## src/wheel_pulse_tachometer_assert.svh

```systemverilog
// Assertion macros shared by the tachometer RTL.
`ifndef WHEEL_PULSE_TACHOMETER_ASSERT_SVH
`define WHEEL_PULSE_TACHOMETER_ASSERT_SVH
`ifndef SYNTHESIS
// Property checked on every rising clock edge outside reset.
`define WPT_ASSERT(lbl, clk, rst, prop) \
   lbl: assert property (@(posedge clk) disable iff (rst) (prop)) \
      else $error("wpt assertion failed");
// Same-cycle implication.
`define WPT_ASSERT_IMPL(lbl, clk, rst, ante, cons) \
   lbl: assert property (@(posedge clk) disable iff (rst) (ante) |-> cons) \
      else $error("wpt implication failed");
// Next-cycle implication.
`define WPT_ASSERT_NEXT(lbl, clk, rst, ante, cons) \
   lbl: assert property (@(posedge clk) disable iff (rst) (ante) |=> (cons)) \
      else $error("wpt next-cycle check failed");
`else
`define WPT_ASSERT(lbl, clk, rst, prop)
`define WPT_ASSERT_IMPL(lbl, clk, rst, ante, cons)
`define WPT_ASSERT_NEXT(lbl, clk, rst, ante, cons)
`endif
`endif

```

## src/wpt_pkg.sv

```systemverilog
// Types, constants and codes of the wheel pulse tachometer.
package wpt_pkg;

   localparam int NUM_CHANNELS_DEF = 2;

   localparam int TIME_W  = 32;
   localparam int COUNT_W = 32;
   localparam int SPEED_W = 24;
   localparam int CFG_W   = 16;
   localparam int SCALE_W = 20;
   localparam int PROD_W  = COUNT_W + SCALE_W;
   localparam int QUOT_W  = SPEED_W;
   localparam int REM_W   = TIME_W;

   // 3000 RPM per slot/ms, times 256 for Q.8
   localparam logic [SCALE_W-1:0] RPM_SCALE = SCALE_W'(3000 * 256);
   localparam logic [SPEED_W-1:0] SPEED_MAX = '1;

   localparam logic [CFG_W-1:0] SAMPLE_TIME_RST = CFG_W'(100);
   localparam logic [CFG_W-1:0] DEBOUNCE_RST    = CFG_W'(500);

   typedef enum logic [1:0] {
      OP_EDGE    = 2'd0,
      OP_SPEED   = 2'd1,
      OP_ENABLE  = 2'd2,
      OP_DISABLE = 2'd3
   } opcode_type;

   typedef enum logic [0:0] {
      CSR_SAMPLE_TIME = 1'b0,
      CSR_DEBOUNCE    = 1'b1
   } csr_idx_type;

   typedef enum logic [2:0] {
      ST_IDLE,
      ST_EVAL,
      ST_MUL,
      ST_CHECK,
      ST_DIV,
      ST_FIN
   } state_type;

   // sequencer -> datapath
   typedef struct packed {
      logic ready;
      logic eval;
      logic mul;
      logic check;
      logic div_start;
      logic commit;
   } ctrl_type;

   // datapath -> sequencer
   typedef struct packed {
      logic req_valid;
      logic need_div;
      logic sat;
      logic div_done;
      logic out_free;
   } stat_type;

endpackage

```

## src/wpt_if.sv

```systemverilog
// Channel interfaces: request, response and register write.
interface wpt_req_if import wpt_pkg::*; ();
   logic               valid;
   logic               ready;
   opcode_type         opcode;
   logic               channel;
   logic [TIME_W-1:0]  time_us;
   logic [TIME_W-1:0]  time_ms;

   modport source (output valid, opcode, channel, time_us, time_ms, input ready);
   modport sink   (input valid, opcode, channel, time_us, time_ms, output ready);
endinterface

interface wpt_rsp_if import wpt_pkg::*; ();
   logic               valid;
   logic               ready;
   logic               out_channel;
   logic [COUNT_W-1:0] gap_count;
   logic [SPEED_W-1:0] speed_rpm_q8;

   modport source (output valid, out_channel, gap_count, speed_rpm_q8, input ready);
   modport sink   (input valid, out_channel, gap_count, speed_rpm_q8, output ready);
endinterface

interface wpt_csr_if import wpt_pkg::*; ();
   logic               valid;
   logic               ready;
   csr_idx_type        index;
   logic [CFG_W-1:0]   data;

   modport source (output valid, index, data, input ready);
   modport sink   (input valid, index, data, output ready);
endinterface

```

## src/wheel_pulse_tachometer.sv

```systemverilog
// Top level of the two-channel wheel pulse tachometer.
// Each request transaction (edge, speed request, enable, disable) returns one
// response with the channel's slot count and last speed in Q16.8 RPM. One
// transaction is in work at a time: edge, enable, disable and speed requests
// that do not recompute go through evaluate and commit; a recomputing speed
// request also multiplies, checks for saturation and, unless it saturates,
// runs the 24-step shift-subtract divider shared by both channels. A waiting
// response does not stop the next request from being accepted. The register
// port is always ready and should be written only while no request is pending.
`include "wheel_pulse_tachometer_assert.svh"

module wheel_pulse_tachometer import wpt_pkg::*; #(
   parameter int NUM_CHANNELS = NUM_CHANNELS_DEF
) (
   input  logic       clock,
   input  logic       reset,
   wpt_req_if.sink    req_ch,
   wpt_rsp_if.source  rsp_ch,
   wpt_csr_if.sink    csr_ch
);

   localparam int IDX_W = (NUM_CHANNELS > 1) ? $clog2(NUM_CHANNELS) : 1;

   ctrl_type ctrl;
   stat_type stat;

   // configuration
   logic [CFG_W-1:0] sample_time_ff, sample_time_in;
   logic [CFG_W-1:0] debounce_ff, debounce_in;

   // per-channel state
   logic [SPEED_W-1:0] speed_store_ff [NUM_CHANNELS];
   logic [SPEED_W-1:0] speed_store_in [NUM_CHANNELS];
   logic [TIME_W-1:0]  last_sample_ff [NUM_CHANNELS];
   logic [TIME_W-1:0]  last_sample_in [NUM_CHANNELS];
   logic [TIME_W-1:0]  last_edge_ff   [NUM_CHANNELS];
   logic [TIME_W-1:0]  last_edge_in   [NUM_CHANNELS];
   logic               enable_ff      [NUM_CHANNELS];
   logic               enable_in      [NUM_CHANNELS];
   logic [COUNT_W-1:0] slot_count_ff  [NUM_CHANNELS];
   logic [COUNT_W-1:0] slot_count_in  [NUM_CHANNELS];
   logic [COUNT_W-1:0] count_samp_ff  [NUM_CHANNELS];
   logic [COUNT_W-1:0] count_samp_in  [NUM_CHANNELS];

   // latched transaction
   opcode_type        op_ff, op_in;
   logic              ch_ff, ch_in;
   logic [TIME_W-1:0] time_us_ff, time_us_in;
   logic [TIME_W-1:0] time_ms_ff, time_ms_in;

   logic               recompute_ff, recompute_in;
   logic               sat_ff, sat_in;
   logic [PROD_W-1:0]  product_ff, product_in;
   logic [REM_W-1:0]   divisor_ff, divisor_in;

   logic               rsp_valid_ff, rsp_valid_in;
   logic               rsp_channel_ff, rsp_channel_in;
   logic [COUNT_W-1:0] rsp_count_ff, rsp_count_in;
   logic [SPEED_W-1:0] rsp_speed_ff, rsp_speed_in;

   logic               accept;
   logic               in_range;
   logic [IDX_W-1:0]   idx;
   logic [TIME_W-1:0]  elapsed_ms;
   logic [TIME_W-1:0]  elapsed_us;
   logic [COUNT_W-1:0] delta;
   logic               sat_now;
   logic               div_done;
   logic [QUOT_W-1:0]  quotient;
   logic [COUNT_W-1:0] new_count;
   logic [SPEED_W-1:0] new_speed;

   assign accept     = req_ch.valid && req_ch.ready;
   assign in_range   = 32'(ch_ff) < NUM_CHANNELS;
   assign idx        = IDX_W'(ch_ff);
   assign elapsed_ms = time_ms_ff - last_sample_ff[idx];
   assign elapsed_us = time_us_ff - last_edge_ff[idx];
   assign delta      = slot_count_ff[idx] - count_samp_ff[idx];
   assign sat_now    = REM_W'(product_ff[PROD_W-1:QUOT_W]) >= divisor_ff;

   assign stat.req_valid = req_ch.valid;
   assign stat.need_div  = in_range && (op_ff == OP_SPEED)
                           && (elapsed_ms > TIME_W'(sample_time_ff));
   assign stat.sat       = sat_now;
   assign stat.div_done  = div_done;
   assign stat.out_free  = !rsp_valid_ff || rsp_ch.ready;

   wpt_seq u_seq (
      .clock (clock),
      .reset (reset),
      .stat  (stat),
      .ctrl  (ctrl)
   );

   wpt_div u_div (
      .clock       (clock),
      .reset       (reset),
      .start       (ctrl.div_start),
      .rem_init    (REM_W'(product_ff[PROD_W-1:QUOT_W])),
      .dividend_lo (product_ff[QUOT_W-1:0]),
      .divisor     (divisor_ff),
      .done        (div_done),
      .quotient    (quotient)
   );

   // configuration writes
   always_comb begin
      sample_time_in = sample_time_ff;
      debounce_in    = debounce_ff;
      if (csr_ch.valid) begin
         case (csr_ch.index)
            CSR_SAMPLE_TIME: sample_time_in = csr_ch.data;
            CSR_DEBOUNCE:    debounce_in    = csr_ch.data;
            default:         sample_time_in = sample_time_ff;
         endcase
      end
   end

   // transaction capture and arithmetic operands
   always_comb begin
      op_in        = op_ff;
      ch_in        = ch_ff;
      time_us_in   = time_us_ff;
      time_ms_in   = time_ms_ff;
      recompute_in = recompute_ff;
      sat_in       = sat_ff;
      product_in   = product_ff;
      divisor_in   = divisor_ff;
      if (accept) begin
         op_in      = req_ch.opcode;
         ch_in      = req_ch.channel;
         time_us_in = req_ch.time_us;
         time_ms_in = req_ch.time_ms;
      end
      if (ctrl.eval) begin
         recompute_in = stat.need_div;
         sat_in       = 1'b0;
      end
      if (ctrl.mul) begin
         product_in = PROD_W'(delta) * PROD_W'(RPM_SCALE);
         divisor_in = elapsed_ms;
      end
      if (ctrl.check) begin
         sat_in = sat_now;
      end
   end

   // channel state update at commit
   always_comb begin
      speed_store_in = speed_store_ff;
      last_sample_in = last_sample_ff;
      last_edge_in   = last_edge_ff;
      enable_in      = enable_ff;
      slot_count_in  = slot_count_ff;
      count_samp_in  = count_samp_ff;
      new_count      = slot_count_ff[idx];
      new_speed      = speed_store_ff[idx];
      case (op_ff)
         OP_EDGE: begin
            if ((elapsed_us > TIME_W'(debounce_ff)) && enable_ff[idx]) begin
               new_count = slot_count_ff[idx] + 1'b1;
            end
         end
         OP_SPEED: begin
            if (recompute_ff) begin
               new_speed = sat_ff ? SPEED_MAX : quotient;
            end
         end
         OP_DISABLE: new_count = '0;
         default:    new_count = slot_count_ff[idx];
      endcase
      if (!in_range) begin
         new_count = '0;
         new_speed = '0;
      end
      if (ctrl.commit && in_range) begin
         slot_count_in[idx]  = new_count;
         speed_store_in[idx] = new_speed;
         case (op_ff)
            OP_EDGE: begin
               if (elapsed_us > TIME_W'(debounce_ff)) begin
                  last_edge_in[idx] = time_us_ff;
               end
            end
            OP_SPEED: begin
               if (recompute_ff) begin
                  last_sample_in[idx] = time_ms_ff;
                  count_samp_in[idx]  = slot_count_ff[idx];
               end
            end
            OP_ENABLE:  enable_in[idx] = 1'b1;
            OP_DISABLE: enable_in[idx] = 1'b0;
            default:    enable_in[idx] = enable_ff[idx];
         endcase
      end
   end

   // response register
   always_comb begin
      rsp_valid_in   = rsp_valid_ff && !rsp_ch.ready;
      rsp_channel_in = rsp_channel_ff;
      rsp_count_in   = rsp_count_ff;
      rsp_speed_in   = rsp_speed_ff;
      if (ctrl.commit) begin
         rsp_valid_in   = 1'b1;
         rsp_channel_in = ch_ff;
         rsp_count_in   = new_count;
         rsp_speed_in   = new_speed;
      end
   end

   always_ff @(posedge clock) begin
      if (reset) begin
         sample_time_ff <= SAMPLE_TIME_RST;
         debounce_ff    <= DEBOUNCE_RST;
         rsp_valid_ff   <= 1'b0;
         for (int i = 0; i < NUM_CHANNELS; i++) begin
            speed_store_ff[i] <= '0;
            last_sample_ff[i] <= '0;
            last_edge_ff[i]   <= '0;
            enable_ff[i]      <= 1'b0;
            slot_count_ff[i]  <= '0;
            count_samp_ff[i]  <= '0;
         end
      end else begin
         sample_time_ff <= sample_time_in;
         debounce_ff    <= debounce_in;
         rsp_valid_ff   <= rsp_valid_in;
         speed_store_ff <= speed_store_in;
         last_sample_ff <= last_sample_in;
         last_edge_ff   <= last_edge_in;
         enable_ff      <= enable_in;
         slot_count_ff  <= slot_count_in;
         count_samp_ff  <= count_samp_in;
      end
      op_ff          <= op_in;
      ch_ff          <= ch_in;
      time_us_ff     <= time_us_in;
      time_ms_ff     <= time_ms_in;
      recompute_ff   <= recompute_in;
      sat_ff         <= sat_in;
      product_ff     <= product_in;
      divisor_ff     <= divisor_in;
      rsp_channel_ff <= rsp_channel_in;
      rsp_count_ff   <= rsp_count_in;
      rsp_speed_ff   <= rsp_speed_in;
   end

   assign req_ch.ready        = ctrl.ready;
   assign csr_ch.ready        = 1'b1;
   assign rsp_ch.valid        = rsp_valid_ff;
   assign rsp_ch.out_channel  = rsp_channel_ff;
   assign rsp_ch.gap_count    = rsp_count_ff;
   assign rsp_ch.speed_rpm_q8 = rsp_speed_ff;

   `WPT_ASSERT_NEXT(a_one_in_flight, clock, reset, accept, !req_ch.ready)
   `WPT_ASSERT_NEXT(a_commit_shows, clock, reset, ctrl.commit, rsp_ch.valid)
   `WPT_ASSERT_NEXT(a_count_holds, clock, reset, !ctrl.commit,
                    $stable(slot_count_ff[0]))
   `WPT_ASSERT(a_div_only_on_speed, clock, reset,
               !ctrl.div_start || (op_ff == OP_SPEED && recompute_ff))

endmodule

```

## src/wpt_div.sv

```systemverilog
// Shift-subtract divider, one quotient bit per cycle.
`include "wheel_pulse_tachometer_assert.svh"

module wpt_div import wpt_pkg::*; (
   input  logic              clock,
   input  logic              reset,
   input  logic              start,
   input  logic [REM_W-1:0]  rem_init,
   input  logic [QUOT_W-1:0] dividend_lo,
   input  logic [REM_W-1:0]  divisor,
   output logic              done,
   output logic [QUOT_W-1:0] quotient
);

   localparam int CNT_W = $clog2(QUOT_W);
   localparam logic [CNT_W-1:0] LAST = CNT_W'(QUOT_W - 1);

   logic              busy_ff, busy_in;
   logic [CNT_W-1:0]  cnt_ff, cnt_in;
   logic [REM_W-1:0]  rem_ff, rem_in;
   logic [REM_W-1:0]  div_ff, div_in;
   logic [QUOT_W-1:0] low_ff, low_in;
   logic [REM_W:0]    shifted;
   logic [REM_W:0]    diff;
   logic              fits;

   always_comb begin
      shifted = {rem_ff, low_ff[QUOT_W-1]};
      diff    = shifted - {1'b0, div_ff};
      fits    = shifted >= {1'b0, div_ff};
      busy_in = busy_ff;
      cnt_in  = cnt_ff;
      rem_in  = rem_ff;
      div_in  = div_ff;
      low_in  = low_ff;
      if (start) begin
         busy_in = 1'b1;
         cnt_in  = '0;
         rem_in  = rem_init;
         div_in  = divisor;
         low_in  = dividend_lo;
      end else if (busy_ff) begin
         // remainder stays below the divisor, so it fits REM_W bits
         rem_in  = fits ? diff[REM_W-1:0] : shifted[REM_W-1:0];
         low_in  = {low_ff[QUOT_W-2:0], fits};
         cnt_in  = cnt_ff + 1'b1;
         busy_in = (cnt_ff != LAST);
      end
   end

   always_ff @(posedge clock) begin
      if (reset) begin
         busy_ff <= 1'b0;
      end else begin
         busy_ff <= busy_in;
      end
      cnt_ff <= cnt_in;
      rem_ff <= rem_in;
      div_ff <= div_in;
      low_ff <= low_in;
   end

   assign done     = busy_ff && (cnt_ff == LAST);
   assign quotient = low_ff;

   `WPT_ASSERT_IMPL(a_rem_below_div, clock, reset, busy_ff, rem_ff < div_ff)
   `WPT_ASSERT_IMPL(a_div_latency, clock, reset, start, ##(QUOT_W) done)
   `WPT_ASSERT_NEXT(a_done_frees, clock, reset, done, !busy_ff)

endmodule

```

## src/wpt_seq.sv

```systemverilog
// Sequencer stepping one transaction through evaluate, multiply, saturation check, divide, commit.
module wpt_seq import wpt_pkg::*; (
   input  logic     clock,
   input  logic     reset,
   input  stat_type stat,
   output ctrl_type ctrl
);

   state_type state_ff, state_in;

   always_comb begin
      state_in = state_ff;
      case (state_ff)
         ST_IDLE:  if (stat.req_valid) state_in = ST_EVAL;
         ST_EVAL:  state_in = stat.need_div ? ST_MUL : ST_FIN;
         ST_MUL:   state_in = ST_CHECK;
         ST_CHECK: state_in = stat.sat ? ST_FIN : ST_DIV;
         ST_DIV:   if (stat.div_done) state_in = ST_FIN;
         ST_FIN:   if (stat.out_free) state_in = ST_IDLE;
         default:  state_in = ST_IDLE;
      endcase
   end

   always_comb begin
      ctrl = '0;
      case (state_ff)
         ST_IDLE:  ctrl.ready     = 1'b1;
         ST_EVAL:  ctrl.eval      = 1'b1;
         ST_MUL:   ctrl.mul       = 1'b1;
         ST_CHECK: begin
            ctrl.check     = 1'b1;
            ctrl.div_start = !stat.sat;
         end
         ST_DIV:   ctrl = '0;
         ST_FIN:   ctrl.commit    = stat.out_free;
         default:  ctrl = '0;
      endcase
   end

   always_ff @(posedge clock) begin
      if (reset) begin
         state_ff <= ST_IDLE;
      end else begin
         state_ff <= state_in;
      end
   end

endmodule

```

## src/flat_wrapper.sv

```systemverilog
// flat-port wrapper written by rule: the top's interface ports become plain ports
module wheel_pulse_tachometer_flat import wpt_pkg::*;
#(
   parameter int NUM_CHANNELS = NUM_CHANNELS_DEF
)
  (clock, reset, req_ch_valid, req_ch_opcode, req_ch_channel, req_ch_time_us, req_ch_time_ms, req_ch_ready, rsp_ch_valid, rsp_ch_out_channel, rsp_ch_gap_count, rsp_ch_speed_rpm_q8, rsp_ch_ready, csr_ch_valid, csr_ch_index, csr_ch_data, csr_ch_ready);
  wpt_req_if req_ch_i ();
  wpt_rsp_if rsp_ch_i ();
  wpt_csr_if csr_ch_i ();
  input  logic clock;
  input  logic reset;
  input wire logic [$bits(req_ch_i.valid)-1:0] req_ch_valid;
  input wire logic [$bits(req_ch_i.opcode)-1:0] req_ch_opcode;
  input wire logic [$bits(req_ch_i.channel)-1:0] req_ch_channel;
  input wire logic [$bits(req_ch_i.time_us)-1:0] req_ch_time_us;
  input wire logic [$bits(req_ch_i.time_ms)-1:0] req_ch_time_ms;
  output wire logic [$bits(req_ch_i.ready)-1:0] req_ch_ready;
  output wire logic [$bits(rsp_ch_i.valid)-1:0] rsp_ch_valid;
  output wire logic [$bits(rsp_ch_i.out_channel)-1:0] rsp_ch_out_channel;
  output wire logic [$bits(rsp_ch_i.gap_count)-1:0] rsp_ch_gap_count;
  output wire logic [$bits(rsp_ch_i.speed_rpm_q8)-1:0] rsp_ch_speed_rpm_q8;
  input wire logic [$bits(rsp_ch_i.ready)-1:0] rsp_ch_ready;
  input wire logic [$bits(csr_ch_i.valid)-1:0] csr_ch_valid;
  input wire logic [$bits(csr_ch_i.index)-1:0] csr_ch_index;
  input wire logic [$bits(csr_ch_i.data)-1:0] csr_ch_data;
  output wire logic [$bits(csr_ch_i.ready)-1:0] csr_ch_ready;
  assign req_ch_i.valid = req_ch_valid;
  assign req_ch_i.opcode = req_ch_opcode;
  assign req_ch_i.channel = req_ch_channel;
  assign req_ch_i.time_us = req_ch_time_us;
  assign req_ch_i.time_ms = req_ch_time_ms;
  assign req_ch_ready = req_ch_i.ready;
  assign rsp_ch_valid = rsp_ch_i.valid;
  assign rsp_ch_out_channel = rsp_ch_i.out_channel;
  assign rsp_ch_gap_count = rsp_ch_i.gap_count;
  assign rsp_ch_speed_rpm_q8 = rsp_ch_i.speed_rpm_q8;
  assign rsp_ch_i.ready = rsp_ch_ready;
  assign csr_ch_i.valid = csr_ch_valid;
  assign csr_ch_i.index = csr_ch_index;
  assign csr_ch_i.data = csr_ch_data;
  assign csr_ch_ready = csr_ch_i.ready;
  wheel_pulse_tachometer #(.NUM_CHANNELS(NUM_CHANNELS)) u_core (.clock(clock), .reset(reset), .req_ch(req_ch_i), .rsp_ch(rsp_ch_i), .csr_ch(csr_ch_i));
endmodule
```

## config.mk

```make
export PLATFORM = sky130hd
export DESIGN_NAME = wheel_pulse_tachometer_flat
export DESIGN_NICKNAME = d
export VERILOG_FILES = /design/src/wpt_pkg.sv /design/src/wpt_if.sv /design/src/wheel_pulse_tachometer.sv /design/src/wpt_div.sv /design/src/wpt_seq.sv /design/src/flat_wrapper.sv
export VERILOG_INCLUDE_DIRS = /design/src /design/src/src
export SDC_FILE = /design/constraint.sdc
export NUM_CORES = 2
export LEC_CHECK = 0
export BUFFER_PORTS_ARGS = -buffer_cell sky130_fd_sc_hd__buf_2
export CORE_MARGIN = 2
export CORE_UTILIZATION = 57
export CTS_CLUSTER_SIZE = 28
export DETAILED_ROUTE_END_ITERATION = 7
export GPL_ROUTABILITY_DRIVEN = 1
export HOLD_SLACK_MARGIN = 0.02
export PLACE_DENSITY = 0.77
export SYNTH_ARGS = -nofsm -noshare
export SYNTH_HDL_FRONTEND = slang
export SYNTH_HIERARCHICAL = 1
export SYNTH_SLANG_ARGS = --single-unit
export TNS_END_PERCENT = 30
```

## constraint.sdc

```tcl
create_clock -name clock -period 9.3 [get_ports clock]
set_clock_uncertainty 0.15 [all_clocks]
set_input_delay 1.395 -clock clock [delete_from_list [all_inputs] [get_ports clock]]
set_output_delay 1.395 -clock clock [all_outputs]
set_load 0.01 [all_outputs]
```

==> flow_metrics.env <==
export IMPL_drive_gt1_frac=0.0938
export IMPL_yosysUniqueCellTypes=98
export IMPL_path_delay_family="compound AO/OA/AOI/OAI gates"
export IMPL_synth_main_ff_cell="dfxtp_1"
export IMPL_peakVddDrop_uv=175
export IMPL_first_pass_iters=6
export IMPL_cts_hold_buffers=0
export IMPL_fp_dieH_um=268
export IMPL_fin_crit_sh=0.951
export IMPL_grt_max_degree=159
export IMPL_multi_input_comb_area_um2=21700
export IMPL_fmax_ghz=0.113
export IMPL_min_path_cells=0
export IMPL_cp_slowest_cell="fa_1"
export IMPL_swShare=0.326
export IMPL_routed_wl_mm=94.2
export IMPL_num_vias=29885
export IMPL_drt_initial_drc_count=2508
export IMPL_grt_total_usage=0.262
export IMPL_slew_headroom=0.308
export IMPL_setup_viol=0
export IMPL_avgRoutedWirePerCell_um=17.9
export IMPL_grt_use_met2=0.431
export IMPL_place_gp_congestion=0.959
export IMPL_synthCells=4142
export IMPL_regArea_um2=15600
export IMPL_grt_pass1_wl_mm=151
export IMPL_switchingPower_mw=2.72
export IMPL_clkSinkCount=635
export IMPL_pwr_share_clk=0.321
export IMPL_nNetsFinal=4794
export IMPL_min_period_ns=8.84
export IMPL_worstPathRequired_ns=9.51
export IMPL_intPower_mw=5.64
export IMPL_cts_buffer_depth=3
export IMPL_top_usage_layer="met2"
export IMPL_cts_made_buffers=69
export IMPL_maxSlewViolCount=0
export IMPL_worst_path_buf_inv=7
export IMPL_fin_area_um2=43700
export IMPL_grt_pass1_vias=29338
export IMPL_die_w_um=268
export IMPL_via_per_inst=5.69
export IMPL_core_area_um2=68800
export IMPL_endpoint_kind="flop"
export IMPL_drv_cap=0
export IMPL_die_area_um2=71800
export IMPL_postPlaceCellArea_um2=41400
export IMPL_r2r_cells=36
export IMPL_path_max_fanout=6
export IMPL_start_util=0.577
export IMPL_status="finished, final reports clean"
export IMPL_postRouteAntennaNets=0
export IMPL_powerDensity_nw_per_um2=191
export IMPL_rows=96
export IMPL_place_port_buffers=147
export IMPL_yosysWarningCount=6
export IMPL_hpwlAfterDp_mm=68.0
export IMPL_fillers=5529
export IMPL_leakagePower_nw=18.9
export IMPL_hold_viol=0
export IMPL_total_power_mw=8.36
export IMPL_insertion_delay_ns=0.61
export IMPL_root_buffer="clkbuf_16"
export IMPL_whs_ns=0.301
export IMPL_cts_tree="done"
export IMPL_ys_seq_elements=635
export IMPL_gr_usage_met3=0.0378
export IMPL_synth_avg_cell_area_um2=9.59
export IMPL_tns_ns=0
export IMPL_crit_type="reg -> reg"
export IMPL_synth_edff_count=287
export IMPL_cp_depth=36
export IMPL_seqPwrFrac=0.385
export IMPL_netlist_area_um2=39700
export IMPL_io_pins=149
export IMPL_area_delta_synth_final_pct=10.1
export IMPL_htreeDepth=3
export IMPL_drc=0
export IMPL_n_antenna_cell=0
export IMPL_yosysSeqAreaShare=0.393
export IMPL_hold_class="reg -> reg"
export IMPL_worst_pin_slew_ns=1.03
export IMPL_antenna_found_initial=2
export IMPL_grt_ovfl_total=0
export IMPL_cp_start_kind="flop"
export IMPL_critPathArrivalTime_ns=9.05
export IMPL_clk_pin_slew_worst_paths_ns=0.06
export IMPL_max_stage_delay_ns=0.55
export IMPL_async_flop_share=0
export IMPL_use_met1=0.361
export IMPL_combPwrFrac=0.294
[path summary, 6_finish.rpt]
| kind | slack [ns] | start | to |
|---|---|---|---|
| worst max-delay path | 0.46 | u_core/ch_ff | u_core/product_ff[47] |
| worst max register to register | 0.46 | u_core/ch_ff | u_core/product_ff[47] |
| worst min-delay path | 0.30 | u_core/divisor_ff[3] | u_core/u_div/div_ff[3] |
| worst min register to register | 0.30 | u_core/divisor_ff[3] | u_core/u_div/div_ff[3] |
[timing repair]
| item | in CTS | in global routing |
|---|---|---|
| setup endpoints to repair | 0 | 13 |
| gates resized for setup | 0 | 8 |
| hold endpoints to repair | 0 | 0 |
| setup buffers | 0 | 4 |
[cells by family (layout without fill, tap and decap cells)]
| group | Yosys count | in the layout | share of synthesized area |
|---|---|---|---|
| AND/OR/NAND/NOR | 1051 | 1051 | 0.122 |
| AO/OA/AOI/OAI | 887 | 887 | 0.144 |
| buffers and inverters | 663 | 827 | 0.0660 |
| flip-flops | 635 | 635 | 0.393 |
| adder cells (fa/ha/maj) | 440 | 440 | 0.164 |
| multiplexers | 253 | 253 | 0.0647 |
| XOR/XNOR | 211 | 211 | 0.0471 |
| other | 2 | 16 | 0.000189 |
[state kept, by name, summed over array words and instances (netlist names), 16 cells and up, named ones only]
name	count
u_core/count_samp_ff	64
u_core/last_edge_ff	64
u_core/last_sample_ff	64
u_core/slot_count_ff	64
u_core/speed_store_ff	48
u_core/product_ff	41
u_core/divisor_ff	32
u_core/rsp_ch.gap_count	32
u_core/time_ms_ff	32
u_core/time_us_ff	32
u_core/u_div/div_ff	32
u_core/u_div/rem_ff	32
u_core/rsp_ch.speed_rpm_q8	24
u_core/u_div/quotient	24
u_core/debounce_ff	16
u_core/sample_time_ff	16
[power by group through the flow]
stage                     registers [mW]  logic (mW)  clock network (mW)
after floorplan                     3.25        1.87                   0
after global placement              3.27        2.36                   0
after global routing                3.23        2.80                2.83
final                               3.22        2.46                2.69
after CTS                           3.22        2.45                2.73
after detailed placement            3.28        2.43                   0
[routing by layer]
layer / routed length [um] / vias up
li1: - / 14507
met1: 42500 / 14363
met2: 43700 / 860
met3: 5930 / 153
met4: 2150 / 2
met5: 11 / -
[layout make-up]
cell class	instances	area share
clock buffers	105	0.0462
clock inverters	21	0.00435
inverters	491	0.0422
multi-input cells	2858	0.496
flip-flops and latches	635	0.356
well taps	931	0.0266
repair buffers	210	0.0283
[through the flow]
step | utilization | cells | worst slack [ns]
after floorplan | - | 4156 | 0.0557
after global placement | 0.602 | 5121 | 0.533
after global routing | 0.635 | 5251 | -0.0305
after CTS | 0.634 | 5247 | 0.263
final | 0.635 | 5251 | 0.459
after detailed placement | 0.602 | 5121 | 0.311
[placed cells by master (no fill, tap or decap), types with 54 or more instances in the layout]
cell       instances
a211oi_1          80
a21o_1            70
a21oi_1          388
a22o_1            60
buf_2            146
buf_4             61
clkbuf_16         72
dfxtp_1          348
edfxtp_1         287
fa_1             133
ha_1             307
inv_1            491
mux2i_1          224
nand2_1          431
nand3_1           54
nor2_1           243
nor2b_1           77
o21ai_0           80
xnor2_1          137
xor2_1            66
[Yosys cell counts, types with 21 or more instances]
cell | instances | area (um^2)
nand2_1 | 432 | 1620
a21o_1 | 70 | 526
fa_1 | 133 | 2660
o21bai_1 | 29 | 218
nor2_1 | 249 | 935
nand3_1 | 54 | 270
inv_1 | 491 | 1840
nor3_1 | 55 | 275
nand4_1 | 41 | 257
nand2b_1 | 32 | 200
xor2_1 | 67 | 587
mux2i_1 | 225 | 2250
a21oi_1 | 389 | 1950
nor2b_1 | 77 | 482
a22o_1 | 60 | 526
mux2_2 | 28 | 315
clkbuf_1 | 123 | 462
a31oi_1 | 21 | 131
dfxtp_1 | 348 | 6970
xnor2_1 | 141 | 1230
a211oi_1 | 80 | 601
edfxtp_1 | 287 | 8620
ha_1 | 307 | 3840
o21ai_0 | 80 | 400
o21a_1 | 25 | 188
(Power assumes the default switching activity.)
